==> src/rtl/smpq_pkg.sv <==
package smpq_pkg;

	localparam int QUEUE_DEPTH  = 256;
	localparam int HANDLE_WIDTH = 12;
	localparam int COUNT_W      = $clog2(QUEUE_DEPTH + 1);

	// operation codes
	typedef enum logic {
		OP_OFFER = 1'b0,
		OP_POLL  = 1'b1
	} op_t;

	// result status codes
	typedef enum logic [1:0] {
		ST_OK    = 2'd0,
		ST_EMPTY = 2'd1,
		ST_FULL  = 2'd2
	} status_t;

	// one stored entry
	typedef struct packed {
		logic [31:0]             prio;
		logic [15:0]             sym;
		logic [HANDLE_WIDTH-1:0] c0;
		logic [HANDLE_WIDTH-1:0] c1;
	} entry_t;

	// per-cell control from the top level
	typedef struct packed {
		logic en;            // an item is transferred this cycle and changes the queue (not a refused offer or an empty poll)
		logic poll;          // shift toward the head
		logic occ;           // this cell holds an entry
		logic prev_occ;      // cell toward the head holds an entry (head: always)
		logic prev_greater;  // cell toward the head moves back on this offer
	} cell_ctrl_t;

endpackage

==> src/rtl/smpq_cell.sv <==
module smpq_cell (
	input  logic               clk,
	input  smpq_pkg::cell_ctrl_t ctrl,
	input  smpq_pkg::entry_t   new_entry,
	input  smpq_pkg::entry_t   prev_entry,
	input  smpq_pkg::entry_t   next_entry,
	output smpq_pkg::entry_t   cur_entry,
	output logic               greater
);
	import smpq_pkg::*;

	entry_t entry_q;

	// held entry leaves after the offered key
	assign greater   = ctrl.occ && (entry_q.prio > new_entry.prio);
	assign cur_entry = entry_q;

	// shift toward the head on poll, make room and insert on offer
	always_ff @(posedge clk) begin
		if (ctrl.en) begin
			if (ctrl.poll) begin
				entry_q <= next_entry;
			end else if (ctrl.occ && !greater) begin
				entry_q <= entry_q;
			end else if (ctrl.prev_greater) begin
				entry_q <= prev_entry;
			end else if (ctrl.prev_occ) begin
				entry_q <= new_entry;
			end
		end
	end

endmodule

==> config.mk <==
export PLATFORM = sky130hd
export DESIGN_NAME = smpq_cell
export DESIGN_NICKNAME = d
export VERILOG_FILES = /design/src/rtl/smpq_pkg.sv /design/src/rtl/smpq_cell.sv
export SDC_FILE = /design/constraint.sdc
export NUM_CORES = 1
export LEC_CHECK = 0
export ABC_AREA = 1
export BUFFER_PORTS_ARGS = -buffer_cell sky130_fd_sc_hd__buf_2
export CAP_MARGIN = 20
export CELL_PAD_IN_SITES_DETAIL_PLACEMENT = 2
export CELL_PAD_IN_SITES_GLOBAL_PLACEMENT = 2
export CORE_MARGIN = 2
export CORE_UTILIZATION = 22
export DETAILED_ROUTE_END_ITERATION = 8
export PLACE_DENSITY_LB_ADDON = 0.12
export SETUP_SLACK_MARGIN = 0.1
export SYNTH_ARGS = -nofsm -noshare
export SYNTH_HDL_FRONTEND = slang
export SYNTH_SLANG_ARGS = --single-unit
==> constraint.sdc <==
create_clock -name clk -period 4.33 [get_ports clk]
set_clock_uncertainty 0.1 [all_clocks]
set_input_delay 0.2165 -clock clk [delete_from_list [all_inputs] [get_ports clk]]
set_output_delay 0.2165 -clock clk [all_outputs]
set_load 0.005 [all_outputs]
==> metrics.txt, run 1 <==
Sw Share 0.287; Synth Area in Compound Gates 0.180; core area 20,200 um2; Crit Path Class flop to flop; Synth Warn # 0; Endpoint, Worst Hold cur_entry[10]; starting density of the core 0.223; crit-path cells ha_1 > nand2_1 > nor2_1 > nand2_1 > clkinv_1 > nand2_1 > nand2_1 > nand2_1 > nand2_1 > nand2_1 > nand3_1 > nand2_1 > nor2_4 > buf_4; adder-cell share of the synthesized area 0.0890; Post-Route WL 19,700 um; CTS tree yes; Lkg Pwr 0.00315 uW; Worst EP arrival 2.50 ns; clock sinks between 70 and 80; final hold vios 0; HPWL Detailed 15,100 um; H-tree lvl count 3; hold crit path type input port to flop; die height 147 um; Syn Nets 799; Starting DRT DRC Count 96; first-pass GRT wire length 30,100 um; initial antenna violation count 5; P_sw 569 uW; MaxCap Viol Count 0; Placer Congestion ~0.77; Worst Min Path Start next_entry[10]; Detail Route Antenna Nets 0; period utilization 0.609; Clock Tree Buf Depth 2; Area Growth Syn to Fin 44.5%; Post-route DRC 0; Final Util 0.322; combinational share of power 0.227; vias 5,007; most frequent cells in the layout buf_2 (294), a21oi_1 (157), nand2_1 (109); post-synthesis sequential area ratio 0.481; largest net degree at the start of global routing 74; peak supply drop 0.171 mV; Worst-path clk slew ~0.060 ns; most common cell after layout, fill and taps aside buf_2; total CTS buffers 9; wire per inst 17.9 um; Slew headroom 0.373; count of final setup violators 0; top sig layer met5; power per cell area just over 300 nW/um2; Met2 Wirelength 10,400 um; vias in the first global route 5,649; RSZ-0062 raised after global routing false; setup_tns 0 ns; clk_lat worst skew 0.33 ns; P_int between 1000 and 1500 uW; met3 WL 1480 um; Post-Syn Area 4500 um2; Fill cells 2,428; outcome completed; FF+latch count, synth a little over 70; critical path's most frequent cell nand2_1; vias per cell 4.54; WL met1 7310 um; buffers inserted during post-CTS setup optimization 0; Final min period ~2.6 ns; CP Data Required Time 4.19 ns; Critical Path End Type flop; hold buffers post-CTS 0; Critical R2R Capture cur_entry[57]; Nets roughly 1,100; combinational family with the most area after synthesis simple AND/OR/NAND/NOR gates; critical path launch point type flop; share of cells above drive strength 1 0.394; Final Slew Violations 0; FP Rows 52; Yosys cell types 22; root buffer cell clkbuf_16; die area 21,600 um2; Worst Hold Depth 3; Synth Area per Inst 8.25 um2; Fmax roughly 0.38 GHz; clock power share 0.338; synthesized netlist cell count 545; IO buf count 294; simple-gate share of the synthesized area 0.182; Post-Synth XOR/XNOR Area 0; flop-to-flop setup slack roughly 1.7 ns; CP Max Fanout 45; CTS resizes 0; gr usage total 0.180; sequential power share 0.435; GR Overflow Total 0; Largest register FFs ~70; CP max stage delay 0.53 ns; worst slew pin tran 0.941 ns; reg2reg path depth 14; Die Wd 147 um; Ports 295; drt first pass iters 4; worst reg2reg path startpoint cur_entry[51]; multiplexer area fraction after synthesis 0; Max stage delay cell, worst path buf_4
-- how the worst max path moves through the flow --
| stage | from | to | slack, ns | cells past startpoint |
|---|---|---|---|---|
| 2_1_floorplan | cur_entry[63] | cur_entry[0] | 0.62 | 11 |
| 3_3_place_gp | cur_entry[51] | cur_entry[16] | 1.72 | 14 |
| 3_5_place_dp | cur_entry[51] | cur_entry[18] | 1.64 | 14 |
| 4_1_cts | cur_entry[43] | cur_entry[46] | 1.64 | 16 |
| 5_1_grt | cur_entry[49] | cur_entry[53] | 1.42 | 14 |
| 6_report | cur_entry[51] | cur_entry[57] | 1.69 | 14 |
-- metal layers --
layer / up-vias / track usage
met5: - / 0
met4: 2 / 0.0577
met3: 24 / 0.0599
met2: 163 / 0.336
met1: 2410 / 0.191
li1: 2408 / -
-- metrics by stage --
stage | instance area (um2) | instances | worst slack [ns] | hold WS (ns) | power [uW]
floorplan | 4500 | 545 | 0.619 | 0.346 | 1090
CTS | 6470 | 1098 | 1.64 | 0.0976 | 2020
global placement | 6220 | 1084 | 1.72 | 0.436 | 1320
detailed placement | 6220 | 1084 | 1.64 | 0.451 | 1340
global route | 6490 | 1101 | 1.42 | 0.114 | 2100
finish | 6500 | 1102 | 1.69 | 0.109 | 1980
-- logic make-up after synthesis --
family / count (synthesis)
compound gates: 161
buf+inv: 75
flops: 72
simple gates: 205
fa+ha+maj: 32
-- synth_stat cells, drive strengths merged --
cell type | instances | share of area
a21oi | 157 | 0.17
nand2 | 113 | 0.097
nor2 | 87 | 0.078
edfxtp | 72 | 0.48
inv | 43 | 0.036
ha | 32 | 0.089
buf | 18 | 0.020
clkbuf | 13 | 0.011
nand3 | 3 | 0.0033
nand4 | 2 | 0.0042
o21ai | 2 | 0.0022
a21o | 1 | 0.0017
clkinv | 1 | 0.00083
o21a | 1 | 0.0017
-- layout make-up --
class | count | area, um2 | share of cell area
diodes | 3 | 7.51 | 0.00116
clock inverters | 5 | 26.3 | 0.00404
repair buffers | 301 | 1540 | 0.237
well taps | 270 | 338 | 0.0520
flip-flops and latches | 72 | 2160 | 0.333
multi-input cells | 398 | 2040 | 0.313
inverters | 44 | 165 | 0.0254
clock buffers | 9 | 225 | 0.0347
-- power groups by stage --
stage	Sequential [uW]	Clock, uW	Combinational [uW]
2_1_floorplan	884	0	204
3_3_place_gp	873	0	443
3_5_place_dp	878	0	459
4_1_cts	864	692	463
5_1_grt	870	719	513
6_report	862	669	450
-- critical path, delay by kind of cell (launching register included) --
family	cells	cell delay (ns)
buffers and inverters	2	0.58
adders and majority gates	1	0.34
DFF	1	0.42
and+or+nand+nor	11	0.80
(Power assumes the default switching activity.)
==> inputs of run 2 (changes only) <==
Settings changed: ABC_AREA 1 to 0, CORE_UTILIZATION 22 to 21.
Clock period 4.33 ns to 2.4 ns, I/O delays scaled along.
==> run 2 against run 1 <==
Compared with the run above:
- die area increased by 3.6%
- the flow now finishes with violations (negative setup slack)
- synthesized area decreased by 0.97%
- worst setup slack got worse by 1.9 ns
- largest cell class is now buffers
- combinational power increased by 130%
- highest routed layer is now met4
- synthesized cell count decreased by 22%
- hold slack got worse by 0.11 ns
- wire length decreased by 2.7%
- utilization increased by 5.5 points
==> metrics.txt, run 2 <==
wire per inst roughly 17 um; drt first pass iters 4; met3 WL 1460 um; period utilization 1.10; vias in the first global route 5,360; Largest register FFs 72; footprint of the multi-input gates around 2300 um2; CP Data Required Time about 2.4 ns; hold crit path type input port to flop; Synth Warn # 0; Area Growth Syn to Fin 77.0%; MaxCap Viol Count 0; CTS tree yes; RSZ-0062 raised after global routing true; Post-Route WL 19,100 um; clock sinks 72; vias 4,799; Final Slew Violations 0; initial antenna violation count 0; gr usage total 0.166; worst slew pin tran 0.426 ns; first-pass GRT wire length 28,300 um; most frequent cells in the layout buf_2 (292), nand2_1 (74), mux2i_1 (72), o21ai_0 (72), edfxtp_1 (72); Crit Path Class flop to flop; Detail Route Antenna Nets 0; largest net degree at the start of global routing 81; Met2 Wirelength 10,000 um; most common cell after layout, fill and taps aside buf_2; die height between 100 and 150 um; WL met1 7410 um; root buffer cell clkbuf_16; worst reg2reg path startpoint cur_entry[58]; vias per cell around 4.4; Placer Congestion 0.728; Slew headroom 0.716; Syn Nets 679; Antenna Cells 0; count leader, synth nand2_1; IO buf count 294; synth cell count leaders nand2_1 (74), edfxtp_1 (72), mux2i_1 (72), o21ai_0 (72); Clock Tree Buf Depth 2; ys async rst share 0; Setup WS pre-CTS -0.241 ns; Fmax 0.380 GHz; Final Instance Count excl. Fillers ~1,100; Yosys cell types 27; Critical Path End Type flop; FF+latch count, synth 72; Main synth FF type edfxtp_1; count of final setup violators 73; Fill cells 2,335; Synth area leaders edfxtp_1 (49%), mux2i_1 (16%), ha_1 (9.0%), o21ai_0 (8.1%), nand2_1 (6.2%); Starting DRT DRC Count between 100 and 150; final hold vios 0; Ports 295; share of cells above drive strength 1 0.458; CP startpoint cur_entry[58]; power per cell area 514 nW/um2; number of synthesized flops with an enable pin 72; total CTS buffers 9; Post-Syn Area 4450 um2; peak supply drop 0.296 mV; Worst EP arrival 2.59 ns; Nets roughly 1,100; synthesized netlist cell count approximately 430; die area 22,400 um2; top cell type's share of synthesized area 0.486; Worst Min Path Start next_entry[47]; Synth Area per Inst 10.5 um2; HPWL Detailed around 14,000 um; top sig layer met4; Final Cell Area slightly below 8000 um2; Die Wd 150 um; setup_tns -14.85 ns; clk_lat worst skew 0.34 ns; Final WS setup -0.229 ns; Worst-path clk slew 0.06 ns; instance area at placement 6450 um2; DP Cell Count roughly 990; Final min period around 2.6 ns; FP Rows 53; H-tree lvl count 3; CP Max Fanout 6; Lkg Pwr approximately 0.0038 uW; post-synthesis sequential area ratio 0.486; Yosys top cell by area edfxtp_1; failing checks negative setup slack; GR Overflow Total 0; Post-route DRC 0; starting density of the core 0.213; outcome complete, but fails checks; critical path launch point type flop; core area roughly 21,000 um2; Reg area 2160 um2
-- run 2: changes by cell type in the layout (fill, tap and decap cells not counted), sizes merged, moves of 6 or more --
cell,previous run,this run
nand4,2,8
dlygate4sd3,0,65
a21oi,157,10
o21ai,2,72
nand2,113,74
mux2i,0,72
inv,43,33
nor2,87,1
buf,301,339
-- run 2: cell type report --
cell class	count	share of cell area
clock inverters	7	0.0121
inverters	32	0.0152
flip-flops and latches	72	0.274
clock buffers	9	0.0286
multi-input cells	297	0.290
well taps	275	0.0437
repair buffers	406	0.337
-- run 2: what timing repair did --
| item | in CTS | in global routing |
|---|---|---|
| pin swaps | 4 | 7 |
| cloned | 3 | 3 |
| gates resized for setup | 15 | 8 |
| hold endpoints to repair | 65 | 0 |
| hold buffers | 65 | 0 |
| endpoints found under the setup margin | 73 | 73 |
| buffers inserted | 13 | 7 |
-- run 2: power breakdown --
| part | switching, uW | leakage [uW] | internal [uW] | total [uW] |
|---|---|---|---|---|
| clock network | 551 | 0.000156 | 912 | 1460 |
| registers | 42.9 | 0.000697 | 1520 | 1560 |
| logic | 470 | 0.00293 | 555 | 1030 |
| total | 1060 | 0.00378 | 2990 | 4050 |
-- run 2: worst max-delay path, cell delays in order, from the launching register on --
cell       delay, ns
edfxtp_1        0.44
ha_4            0.31
a211oi_2        0.06
a211o_1         0.33
a311oi_2        0.29
o41ai_2         0.09
buf_4           0.15
a31oi_4         0.23
buf_6           0.18
clkbuf_16       0.16
-- run 2: metrics by stage --
stage	power, uW	util	hold slack [ns]
2_1_floorplan	1940	-	0.207
3_3_place_gp	2380	0.309	0.299
3_5_place_dp	2420	0.309	0.306
4_1_cts	4070	0.368	0.00501
5_1_grt	4280	0.377	0.0178
6_report	4050	0.377	0.00234
-- run 2: final timing paths --
path / to / slack [ns] / cells past startpoint
setup / recovery: cur_entry[0] / -0.23 / 9
hold / removal: cur_entry[47] / 0.002 / 3
setup reg to reg: cur_entry[0] / -0.23 / 9
hold reg to reg: cur_entry[53] / 1.29 / 6
-- run 2: cell families after synthesis --
kind of cell	share of synthesized area
AOI/OAI and AO/OA	0.125
adders and majority gates	0.0899
buffers and inverters	0.0495
DFF	0.486
muxes	0.162
and+or+nand+nor	0.0882
-- run 2: metal layers --
metal,up-vias,GRT usage
met5,-,0
met1,2264,0.184
met3,14,0.0463
li1,2340,-
met2,181,0.305
met4,0,0.0552
